$ cat src/rtl/assert_macros.svh
// assertion macros shared by the rtl files
// no dependencies; the including module must have clk and rst in scope
`ifndef ASSERT_MACROS_SVH
`define ASSERT_MACROS_SVH

// implication checked at every clock edge outside reset
`define ASSERT_IMPL(label, cond, prop, msg) \
  label: assert property (@(posedge clk) disable iff (rst) (cond) |-> (prop)) \
    else $error(msg);

// next-cycle implication checked outside reset
`define ASSERT_NEXT(label, cond, prop, msg) \
  label: assert property (@(posedge clk) disable iff (rst) (cond) |=> (prop)) \
    else $error(msg);

`endif

$ cat src/rtl/cop_pkg.sv
// shared types, constants and helper functions of the owner predictor
// no dependencies
package cop_pkg;

  localparam int NodeW     = 4;
  localparam int NodeCount = 16;
  localparam int MaskW     = 16;
  localparam int PcW       = 6;
  localparam int PcEntries = 1 << PcW;
  localparam int CntW      = 2;
  localparam int MissW     = 4;

  typedef logic [NodeW-1:0] node_t;
  typedef logic [CntW-1:0]  cnt_t;
  typedef logic [MissW-1:0] miss_t;
  typedef logic [MaskW-1:0] mask_t;

  localparam cnt_t  CntMax     = cnt_t'(3);
  localparam cnt_t  CntInit    = cnt_t'(1);
  localparam miss_t MissMax    = miss_t'(15);
  localparam cnt_t  ThreshInit = cnt_t'(2);

  typedef enum logic {
    OP_PREDICT = 1'b0,
    OP_UPDATE  = 1'b1
  } op_t;

  typedef struct packed {
    logic clear;
    logic read;
    logic capture;
    logic write;
    logic out_load;
  } dp_cmd_t;

  typedef struct packed {
    logic clear_last;
    logic is_predict;
  } dp_sts_t;

  function automatic cnt_t cnt_up(cnt_t c);
    return (c < CntMax) ? cnt_t'(c + cnt_t'(1)) : c;
  endfunction

  function automatic cnt_t cnt_dn(cnt_t c);
    return (c != '0) ? cnt_t'(c - cnt_t'(1)) : c;
  endfunction

  function automatic mask_t node_bit(node_t n);
    mask_t m;
    m = '0;
    if (int'(n) < NodeCount) begin
      m = mask_t'(1) << n;
    end
    return m;
  endfunction

endpackage

$ cat src/rtl/coherence_owner_predictor.sv
// top level of the owner predictor: controller plus datapath
// depends on cop_pkg, cop_ctrl, cop_dpath and assert_macros.svh
//
//  channel   handshake             word
//  input     in_valid/in_ready     opcode, pc_index, local_node, owner_is_l2, owner_node
//  output    out_valid/out_ready   l1_target_mask, transfer_predicted
//  config    cfg_wr_en             cfg_wr_data (confidence threshold)
//
// each word goes through a table read, then a write-back or an output load
// a predict waits in the lookup cycle while the output register is still full
// after reset a clear pass over all TABLE_ENTRIES entries runs before in_ready rises
// config writes are taken at any time, including during the clear pass
`include "assert_macros.svh"

module coherence_owner_predictor import cop_pkg::*; #(
  parameter int TABLE_ENTRIES = 64,
  parameter int SLOTS         = 4
) (
  input  logic           clk,
  input  logic           rst,
  input  logic           in_valid,
  output logic           in_ready,
  input  logic           opcode,
  input  logic [PcW-1:0] pc_index,
  input  node_t          local_node,
  input  logic           owner_is_l2,
  input  node_t          owner_node,
  output logic           out_valid,
  input  logic           out_ready,
  output mask_t          l1_target_mask,
  output logic           transfer_predicted,
  input  logic           cfg_wr_en,
  input  cnt_t           cfg_wr_data
);

  dp_cmd_t cmd;
  dp_sts_t sts;

  cop_ctrl u_ctrl (
    .clk       (clk),
    .rst       (rst),
    .in_valid  (in_valid),
    .in_ready  (in_ready),
    .out_valid (out_valid),
    .out_ready (out_ready),
    .cmd       (cmd),
    .sts       (sts)
  );

  cop_dpath #(
    .TABLE_ENTRIES (TABLE_ENTRIES),
    .SLOTS         (SLOTS)
  ) u_dpath (
    .clk                (clk),
    .rst                (rst),
    .cmd                (cmd),
    .sts                (sts),
    .opcode             (opcode),
    .pc_index           (pc_index),
    .local_node         (local_node),
    .owner_is_l2        (owner_is_l2),
    .owner_node         (owner_node),
    .cfg_wr_en          (cfg_wr_en),
    .cfg_wr_data        (cfg_wr_data),
    .l1_target_mask     (l1_target_mask),
    .transfer_predicted (transfer_predicted)
  );

  `ASSERT_NEXT(a_one_word, in_valid && in_ready, !in_ready, "input taken while busy")
  `ASSERT_IMPL(a_out_free, cmd.out_load, !out_valid || out_ready, "output register overrun")
  `ASSERT_IMPL(a_wr_update, cmd.write, !sts.is_predict && !cmd.clear, "bad table write")

endmodule

$ cat src/rtl/cop_ctrl.sv
// sequencing of the owner predictor: clear pass, lookup, write-back, output valid
// depends on cop_pkg
module cop_ctrl import cop_pkg::*; (
  input  logic    clk,
  input  logic    rst,
  input  logic    in_valid,
  output logic    in_ready,
  output logic    out_valid,
  input  logic    out_ready,
  output dp_cmd_t cmd,
  input  dp_sts_t sts
);

  typedef enum logic [2:0] {
    ST_CLEAR = 3'b001,
    ST_IDLE  = 3'b010,
    ST_LOOK  = 3'b100
  } state_t;

  state_t state, state_next;
  logic   out_free;

  assign out_free = !out_valid || out_ready;
  assign in_ready = (state == ST_IDLE);

  always_comb begin
    state_next   = state;
    cmd          = '0;
    unique case (state)
      ST_CLEAR: begin
        cmd.clear = 1'b1;
        if (sts.clear_last) begin
          state_next = ST_IDLE;
        end
      end
      ST_IDLE: begin
        if (in_valid) begin
          cmd.read    = 1'b1;
          cmd.capture = 1'b1;
          state_next  = ST_LOOK;
        end
      end
      ST_LOOK: begin
        if (!sts.is_predict) begin
          cmd.write  = 1'b1;
          state_next = ST_IDLE;
        end else if (out_free) begin
          cmd.out_load = 1'b1;
          state_next   = ST_IDLE;
        end
      end
      default: state_next = ST_CLEAR;
    endcase
  end

  always_ff @(posedge clk) begin
    if (rst) begin
      state     <= ST_CLEAR;
      out_valid <= 1'b0;
    end else begin
      state <= state_next;
      if (cmd.out_load) begin
        out_valid <= 1'b1;
      end else if (out_ready) begin
        out_valid <= 1'b0;
      end
    end
  end

endmodule

$ cat src/rtl/cop_dpath.sv
// predictor table memory, entry update logic, mask build and output register
// depends on cop_pkg
module cop_dpath import cop_pkg::*; #(
  parameter int TABLE_ENTRIES = 64,
  parameter int SLOTS         = 4
) (
  input  logic        clk,
  input  logic        rst,
  input  dp_cmd_t     cmd,
  output dp_sts_t     sts,
  input  logic        opcode,
  input  logic [PcW-1:0] pc_index,
  input  node_t       local_node,
  input  logic        owner_is_l2,
  input  node_t       owner_node,
  input  logic        cfg_wr_en,
  input  cnt_t        cfg_wr_data,
  output mask_t       l1_target_mask,
  output logic        transfer_predicted
);

  localparam int IdxW  = (TABLE_ENTRIES > 1) ? $clog2(TABLE_ENTRIES) : 1;
  localparam int SlotW = (SLOTS > 1) ? $clog2(SLOTS) : 1;
  localparam logic [IdxW-1:0] LastIdx = IdxW'(TABLE_ENTRIES - 1);

  typedef struct packed {
    cnt_t                    tc;
    cnt_t                    pcf;
    node_t                   ptr;
    cnt_t                    gc;
    logic  [SLOTS-1:0]       sv;
    logic  [SLOTS-1:0][NodeW-1:0] so;
    logic  [SLOTS-1:0][MissW-1:0] sm;
  } entry_t;

  localparam entry_t EntryInit = '{tc: CntInit, pcf: CntInit, ptr: '0, gc: CntInit,
                                   sv: '0, so: '0, sm: '0};

  entry_t            mem [TABLE_ENTRIES];
  entry_t            rd;
  entry_t            upd;
  logic [IdxW-1:0]   idx_map [PcEntries];
  logic [IdxW-1:0]   clr_cnt;
  logic [IdxW-1:0]   idx_q;
  logic [IdxW-1:0]   wr_addr;
  entry_t            wr_data;
  logic              mem_we;
  logic              op_q;
  logic              l2_q;
  node_t             own_q;
  node_t             loc_q;
  cnt_t              thresh;
  mask_t             mask;
  logic              xfer;

  for (genvar i = 0; i < PcEntries; i++) begin : g_idx
    assign idx_map[i] = IdxW'(i % TABLE_ENTRIES);
  end

  assign sts.clear_last = (clr_cnt == LastIdx);
  assign sts.is_predict = (op_q == OP_PREDICT);

  // config and clear counter
  always_ff @(posedge clk) begin
    if (rst) begin
      thresh  <= ThreshInit;
      clr_cnt <= '0;
    end else begin
      if (cfg_wr_en) begin
        thresh <= cfg_wr_data;
      end
      if (cmd.clear && !sts.clear_last) begin
        clr_cnt <= clr_cnt + IdxW'(1);
      end
    end
  end

  // captured word
  always_ff @(posedge clk) begin
    if (cmd.capture) begin
      op_q  <= opcode;
      l2_q  <= owner_is_l2;
      own_q <= owner_node;
      loc_q <= local_node;
      idx_q <= idx_map[pc_index];
    end
  end

  // table memory
  assign mem_we  = cmd.clear || cmd.write;
  assign wr_addr = cmd.clear ? clr_cnt : idx_q;
  assign wr_data = cmd.clear ? EntryInit : upd;

  always_ff @(posedge clk) begin
    if (mem_we) begin
      mem[wr_addr] <= wr_data;
    end
  end

  always_ff @(posedge clk) begin
    if (cmd.read) begin
      rd <= mem[idx_map[pc_index]];
    end
  end

  // training
  always_comb begin
    logic [SLOTS-1:0] match;
    logic             hit;
    logic [SlotW-1:0] v;
    upd   = rd;
    match = '0;
    v     = '0;
    for (int s = 0; s < SLOTS; s++) begin
      match[s] = rd.sv[s] && (rd.so[s] == own_q);
    end
    hit = |match;
    if (l2_q) begin
      upd.tc = cnt_dn(rd.tc);
    end else begin
      upd.tc = cnt_up(rd.tc);
      if (own_q == rd.ptr) begin
        upd.pcf = cnt_up(rd.pcf);
      end else begin
        upd.pcf = cnt_dn(rd.pcf);
        if (upd.pcf < thresh) begin
          upd.ptr = own_q;
        end
      end
      if (hit) begin
        upd.gc = cnt_up(rd.gc);
        for (int s = 0; s < SLOTS; s++) begin
          if (rd.sv[s]) begin
            if (match[s]) begin
              upd.sm[s] = '0;
            end else if (rd.sm[s] < MissMax) begin
              upd.sm[s] = rd.sm[s] + miss_t'(1);
            end
          end
        end
      end else begin
        upd.gc = cnt_dn(rd.gc);
        // first invalid slot, else first slot with most misses
        for (int s = 1; s < SLOTS; s++) begin
          if (rd.sv[v] && (!rd.sv[s] || (rd.sm[s] > rd.sm[v]))) begin
            v = SlotW'(s);
          end
        end
        upd.so[v] = own_q;
        upd.sm[v] = '0;
        upd.sv[v] = 1'b1;
      end
    end
  end

  // prediction
  always_comb begin
    mask = node_bit(loc_q);
    xfer = (rd.tc >= thresh);
    if (xfer) begin
      if (rd.pcf >= thresh) begin
        mask = mask | node_bit(rd.ptr);
      end
      if (rd.gc >= thresh) begin
        for (int s = 0; s < SLOTS; s++) begin
          if (rd.sv[s] && (rd.so[s] != rd.ptr)) begin
            mask = mask | node_bit(rd.so[s]);
          end
        end
      end
    end
  end

  always_ff @(posedge clk) begin
    if (cmd.out_load) begin
      l1_target_mask     <= mask;
      transfer_predicted <= xfer;
    end
  end

endmodule

$ cat config.mk
export PLATFORM = sky130hd
export DESIGN_NAME = coherence_owner_predictor
export DESIGN_NICKNAME = d
export VERILOG_FILES = /design/src/rtl/cop_pkg.sv /design/src/rtl/coherence_owner_predictor.sv /design/src/rtl/cop_ctrl.sv /design/src/rtl/cop_dpath.sv
export VERILOG_INCLUDE_DIRS = /design/src /design/src/rtl
export SDC_FILE = /design/constraint.sdc
export NUM_CORES = 2
export LEC_CHECK = 0
export ABC_AREA = 1
export BUFFER_PORTS_ARGS = -buffer_cell sky130_fd_sc_hd__buf_4
export CAP_MARGIN = 25
export CELL_PAD_IN_SITES_DETAIL_PLACEMENT = 1
export CELL_PAD_IN_SITES_GLOBAL_PLACEMENT = 2
export CORE_MARGIN = 3
export CORE_UTILIZATION = 41
export CTS_CLUSTER_SIZE = 12
export DETAILED_ROUTE_END_ITERATION = 8
export GPL_ROUTABILITY_DRIVEN = 0
export PLACE_DENSITY = 0.79
export SYNTH_ARGS = -nofsm -noshare
export SYNTH_HDL_FRONTEND = slang
export SYNTH_SLANG_ARGS = --single-unit
$ cat constraint.sdc
create_clock -name clk -period 6.9 [get_ports clk]
set_input_delay 1.38 -clock clk [delete_from_list [all_inputs] [get_ports clk]]
set_output_delay 1.38 -clock clk [all_outputs]
set_load 0.01 [all_outputs]
Yosys cells after proc, flatten, opt, wreduce, memory -nomap -nowiden
Memory sizes are Yosys's and may differ from the RTL's. A register that Yosys moved wholly into a read port is not among the register bits.
Index checks and enable logic that the tools add are counted.
{"block": "totals", "register_bits": 45, "latch_bits": 0, "ramBits": 2944, "romBits": 384, "elab_cells": 199, "n_memories": 2}
{"block": "op_classes", "addsub": 11, "multipliers": 0, "div": 0, "n_lt_le_gt_ge": 19, "eq_ne": 16, "n_shift": 6, "mux": 96, "bitwise": 9, "reduce_logical": 29}
{"memory": "u_dpath.mem", "depth": 64, "width": 46, "rd": 1, "rd_ports_with_merged_regs": 1, "write_ports": 1, "line_no": "cop_dpath.sv:39", "source": "entry_t mem [TABLE_ENTRIES];"}
{"memory": "(no name shown)", "depth": 64, "width": 6, "rd": 1, "rd_ports_with_merged_regs": 0, "write_ports": 0, "line_no": "cop_dpath.sv:102", "source": "rd <= mem[idx_map[pc_index]];"}
{"cell": "16-bit two-way mux", "count": 29}
{"cell": "1-bit by 4-bit left shift with 16-bit output, first input constant", "count": 6}
{"cell": "16-bit OR", "count": 5}
{"cell": "4-bit two-way mux", "count": 17}
{"cell": "46-bit two-way mux", "count": 1}
{"cell": "44-bit two-way mux", "count": 1}
{"cell": "2-bit two-way mux", "count": 20}
{"cell": "4-bit equality test", "count": 5}
{"cell": "20-bit two-way mux", "count": 1}
{"cell": "6-bit two-way mux", "count": 3}
{"cell": "4-bit by 1-bit adder with 4-bit output, second input constant", "count": 4}
{"cell": "16-bit AND", "count": 1}
{"cell": "4-bit binary-select mux with 2-bit select", "count": 2}
{"cell": "16-bit bitwise mux", "count": 1}
{"cell": "4-bit less-than comparator, second input constant", "count": 4}
{"cell": "4-bit != test", "count": 4}
{"cell": "16-bit NOT", "count": 1}
{"cell": "1-bit logical AND", "count": 13}
{"cell": "4-bit > comparator", "count": 3}
{"cell": "1-bit two-way mux", "count": 12}
{"cell": "3-bit two-way mux", "count": 4}
{"cell": "2-bit by 3-bit less-than comparator with 1-bit output, second input constant", "count": 3}
{"cell": "3-bit one-hot mux with 3 select lines", "count": 1}
{"cell": "4-bit demux with 2-bit select", "count": 1}
{"cell": "24 further kinds", "count": 44}

Depth between registers and ports, before layout
{"block": "logic_depth", "depth_word": 31, "ltp_mapped": 39, "ltp_nobuf": 38}

By module
Synthesis repeated with hierarchy kept, for this count alone.
{"block": "unflattened", "cells_unflattened": 9848, "area_unflattened_um2": 122505.0}
{"module": "cop_dpath", "instances": 1, "cells_per_inst": 9812, "area_per_inst_um2": 122263.5}
{"module": "cop_ctrl", "instances": 1, "cells_per_inst": 36, "area_per_inst_um2": 241.5}

Worst setup path before layout
No wires, ideal clock.
{"block": "synth_timing", "path_kind": "reg-to-reg", "from": "register u_dpath.rd[6] (netlist name)", "to": "memory u_dpath.mem[0][10] in the netlist's numbering, data pin", "setup_time_ps": 682, "arrival_ps": 5912, "required_ps": 6218, "slack_ps": 306, "path_stages_with_launch": 32, "n_path_buf": 1, "period_less_slack_ps": 6594, "cell_sequence": "edfxtp_1 > ha_1 > nand2_1 > inv_1 > nand2_1 > nand2_1 > nand2_1 > nand2_1 > nand2_1 > o21ai_0 > ha_1 > nand2_1 > inv_1 > nand2_1 > nand2_1 > nand2_1 > nand2_1 > nand2_1 > clkbuf_1 > o21ai_0 > ha_1 > nand2_1 > inv_1 > nand2_1 > nand2_1 > nand2_1 > nand2_1 > nand2_1 > nand2_1 > nand3_1 > nor2_4 > nor3_1"}
{"element": "end: declaration", "line_no": "cop_dpath.sv:39"}

==> reports/results.ini <==
[outcome]
outcome = completed

[synth]
async_reset_ff_share_pct = 0
yosys_warnings = 0
synthCells = 9798
avgSynthCellArea_um2 = 12.5
syn-num-nets = 9845
netlist_top_cells_area = edfxtp_1, o21ai_0, nor2_1
ys.flop_type = edfxtp_1
synth_edf_count = 3023
synth_seq_area_share_pct = 74.2
yosysTopAreaCellShare_pct = 74.0
syn_area_um2 = 123000
ys_ff_latch = 3035
synth.distinct_cells = 40
yosysTopAreaCell = edfxtp_1

[critical_path]
cp_slowest_cell = edfxtp_1
timing.rr.end = u_dpath.mem[56][21]
crit_required_ns = 7.50
path_max_fanout = 44
arrival_ns = 6.47
worstSetupPathType = reg2reg
ff2ff_setup_slack_ns = 1.03
critPathMaxStageDelay_ns = 0.51
crit_top_cell = nand2_1
start_kind = flip-flop
ff2ff_path_depth = 30
r2r_start = u_dpath.rd[6]
endpoint_kind = flip-flop

[final_layout]
final_common_cell = edfxtp_1
multiInputGateArea_um2 = 28600
post-route-util_pct = 46.5
drive_gt1_share_pct = 8.51
area_delta_synth_final_pct = 12.7
seq_area_um2 = 91000
final_cell_mix = edfxtp_1, nor2_1, o21ai_0
final_area_um2 = 138000
stdcell_count = 13900
final_nets = 9807
fillers = 30200

[floorplanning]
rows = 200
fp.dieH_um = 553
core_um2 = 297000
io_pins = 42
die-area_um2 = 306000
initial_core_util_pct = 41.2
die_x_um = 553

[global_route]
grt_pass1_vias = 86500
grt_antenna_before_repair = 19
grtUsageTotal_pct = 26.8
grt-ovfl-total = 0
grt_pass1_wl_um = 606000
grt_start_max_net_pins = 209

[power_and_ir_drop]
p_seq_share_pct = 52.2
p_int_mw = 30.7
pwr-share-clk_pct = 39.8
power-per-cell-area_nw_per_um2 = 292
vdd_drop_max_v = 0.000202
combinationalPowerShare_pct = 8.0
netSwitchingFraction_pct = 23.9
p_leak_nw = 44.6
p_sw_mw = 9.67

[hold_path]
hp-start = u_dpath.clr_cnt[4]
worstHoldEndpoint = u_dpath.clr_cnt[5]
hold_path.class = reg2reg
holdPathStages = 2

[sta]
setup_viol = 0
grt_setup_unrepaired = no
worst_pin_slew_ns = 1.12
skew_ns = 0.0442
finalCritPeriodShare_pct = 85.0
relSlewSlack_pct = 25.4
max_freq_mhz = 170
setup_tns_ns = 0
fin_crit_ns = 5.87
final_max_slew_viol_count = 0
hold_viol = 0

[clock_network]
cts_tree = built
cts.sink_count = 3035
cts_root_buf = clkbuf_16
clock_latency_ns = 0.87
cts_buffer_depth = 4
postCtsSetupBuffers = 0
ctsResizeCount = 0
cts_buffers = 322
hold_buffers = 0
cts-htree-levels = 5
path_clk_slew_ns = 0.06

[detailed_routing]
routed_via_density = 6.14
drt_wl_total_um = 422000
drtIter0Drc = 10700
first_pass_iters = 6
antenna_left = 0
num_vias = 85500
route.detailed.wl_per_inst_um = 30.3
route.detailed.drc = 0

[place]
dp.cells = 13400
placed_area_um2 = 129000
io_buffers = 41
hpwlAfterDp_um = 216000

[job]
maxCapViolCount = 0

## through the flow
| step | setup WS [ns] | total power, mW | hold slack (ns) |
|---|---|---|---|
| 6_report | 1.03 | 40.4 | 0.552 |
| 4_1_cts | 1.04 | 40.6 | 0.550 |
| 3_5_place_dp | 1.11 | 24.6 | 0.529 |
| 3_3_place_gp | 0.686 | 24.5 | 0.505 |
| 2_1_floorplan | 0.306 | 23.2 | 0.471 |
| 5_1_grt | 0.444 | 41.6 | 0.590 |
## cells in the mapped netlist (4+ instances only)
cell type and number:
inv_1 100, inv_2 10, ha_1 24, o21ai_1 38
xnor2_1 6, buf_1 54, nand4_1 79, nor2_1 1641
buf_4 27, clkbuf_2 7, o21ai_0 1501, buf_2 166
nand2_1 1103, edfxtp_1 3023, and2_1 38, clkbuf_1 375
o211ai_1 11, nor4_1 8, dfxtp_1 12, o22ai_1 736
buf_6 59, nand3_1 673, a21oi_1 33, or2_2 5
clkinv_1 4, nor3_1 38
## worst max path at each step
stage,from,endpoint,slack [ns],cells after the start
3_3_place_gp,u_dpath.rd[6],u_dpath.mem[37][23],0.69,31
2_1_floorplan,u_dpath.rd[6],u_dpath.mem[0][10],0.31,31
4_1_cts,u_dpath.rd[6],u_dpath.mem[56][21],1.04,30
5_1_grt,u_dpath.rd[6],u_dpath.mem[56][21],0.44,30
3_5_place_dp,u_dpath.rd[6],u_dpath.mem[58][21],1.11,30
6_report,u_dpath.rd[6],u_dpath.mem[56][21],1.03,30
## metal layers
layer,global-route usage [%],vias to the layer above,wire length [um]
li1,-,36000,-
met1,36.4,44600,171000
met3,3.90,857,34800
met5,0,-,0
met2,44.3,4138,201000
met4,8.87,0,15000
## kinds of logic (layout without fill, tap and decap cells)
group                    count (synthesis)  count (layout)  synth area share [%]
flip-flops                            3035            3035                  74.2
other                                    0              21                     0
XOR/XNOR                                 8               8                0.0572
adder cells (fa/ha/maj)                 24              24                 0.245
AND/OR/NAND/NOR                       3596            3596                  12.0
AO/OA/AOI/OAI                         2329            2329                  10.3
buffers and inverters                  806             973                  3.12
## power by group through the flow
| stage | registers, mW | clock network [mW] | logic [mW] |
|---|---|---|---|
| 2_1_floorplan | 21.5 | 0 | 1.71 |
| 3_3_place_gp | 21.4 | 0 | 3.07 |
| 3_5_place_dp | 21.5 | 0 | 3.18 |
| 4_1_cts | 21.1 | 16.3 | 3.20 |
| 5_1_grt | 21.1 | 17.1 | 3.45 |
| 6_report | 21.1 | 16.1 | 3.23 |
## worst max-delay path: cells and delay by family, from the launching register on
kind | cells | cell delay (ns)
simple gates | 21 | 2.59
buf+inv | 2 | 0.56
fa+ha+maj | 3 | 0.95
flops | 1 | 0.51
compound gates | 4 | 0.93
## flip-flops by register name (all words and copies together) (netlist names)
name / cells
u_dpath.own_q: 4
u_dpath.l2_q: 1
u_dpath.mem: 2944
u_ctrl.state: 3
u_dpath.idx_q: 6
u_dpath.loc_q: 4
u_ctrl.out_valid: 1
u_dpath.op_q: 1
u_dpath.thresh: 2
u_dpath.transfer_predicted: 1
u_dpath.rd: 46
u_dpath.clr_cnt: 6
u_dpath.l1_target_mask: 16
## final cells by class
class	instances	area share, %
Tap cell	3939	3.57
Timing Repair Buffer	329	2.66
Antenna cell	21	0.0380
Clock inverter	108	0.558
Multi-Input combinational cell	5957	20.7
Inverter	115	0.346
Clock buffer	421	6.24
Sequential cell	3035	65.9
(Power assumes the default switching activity.)
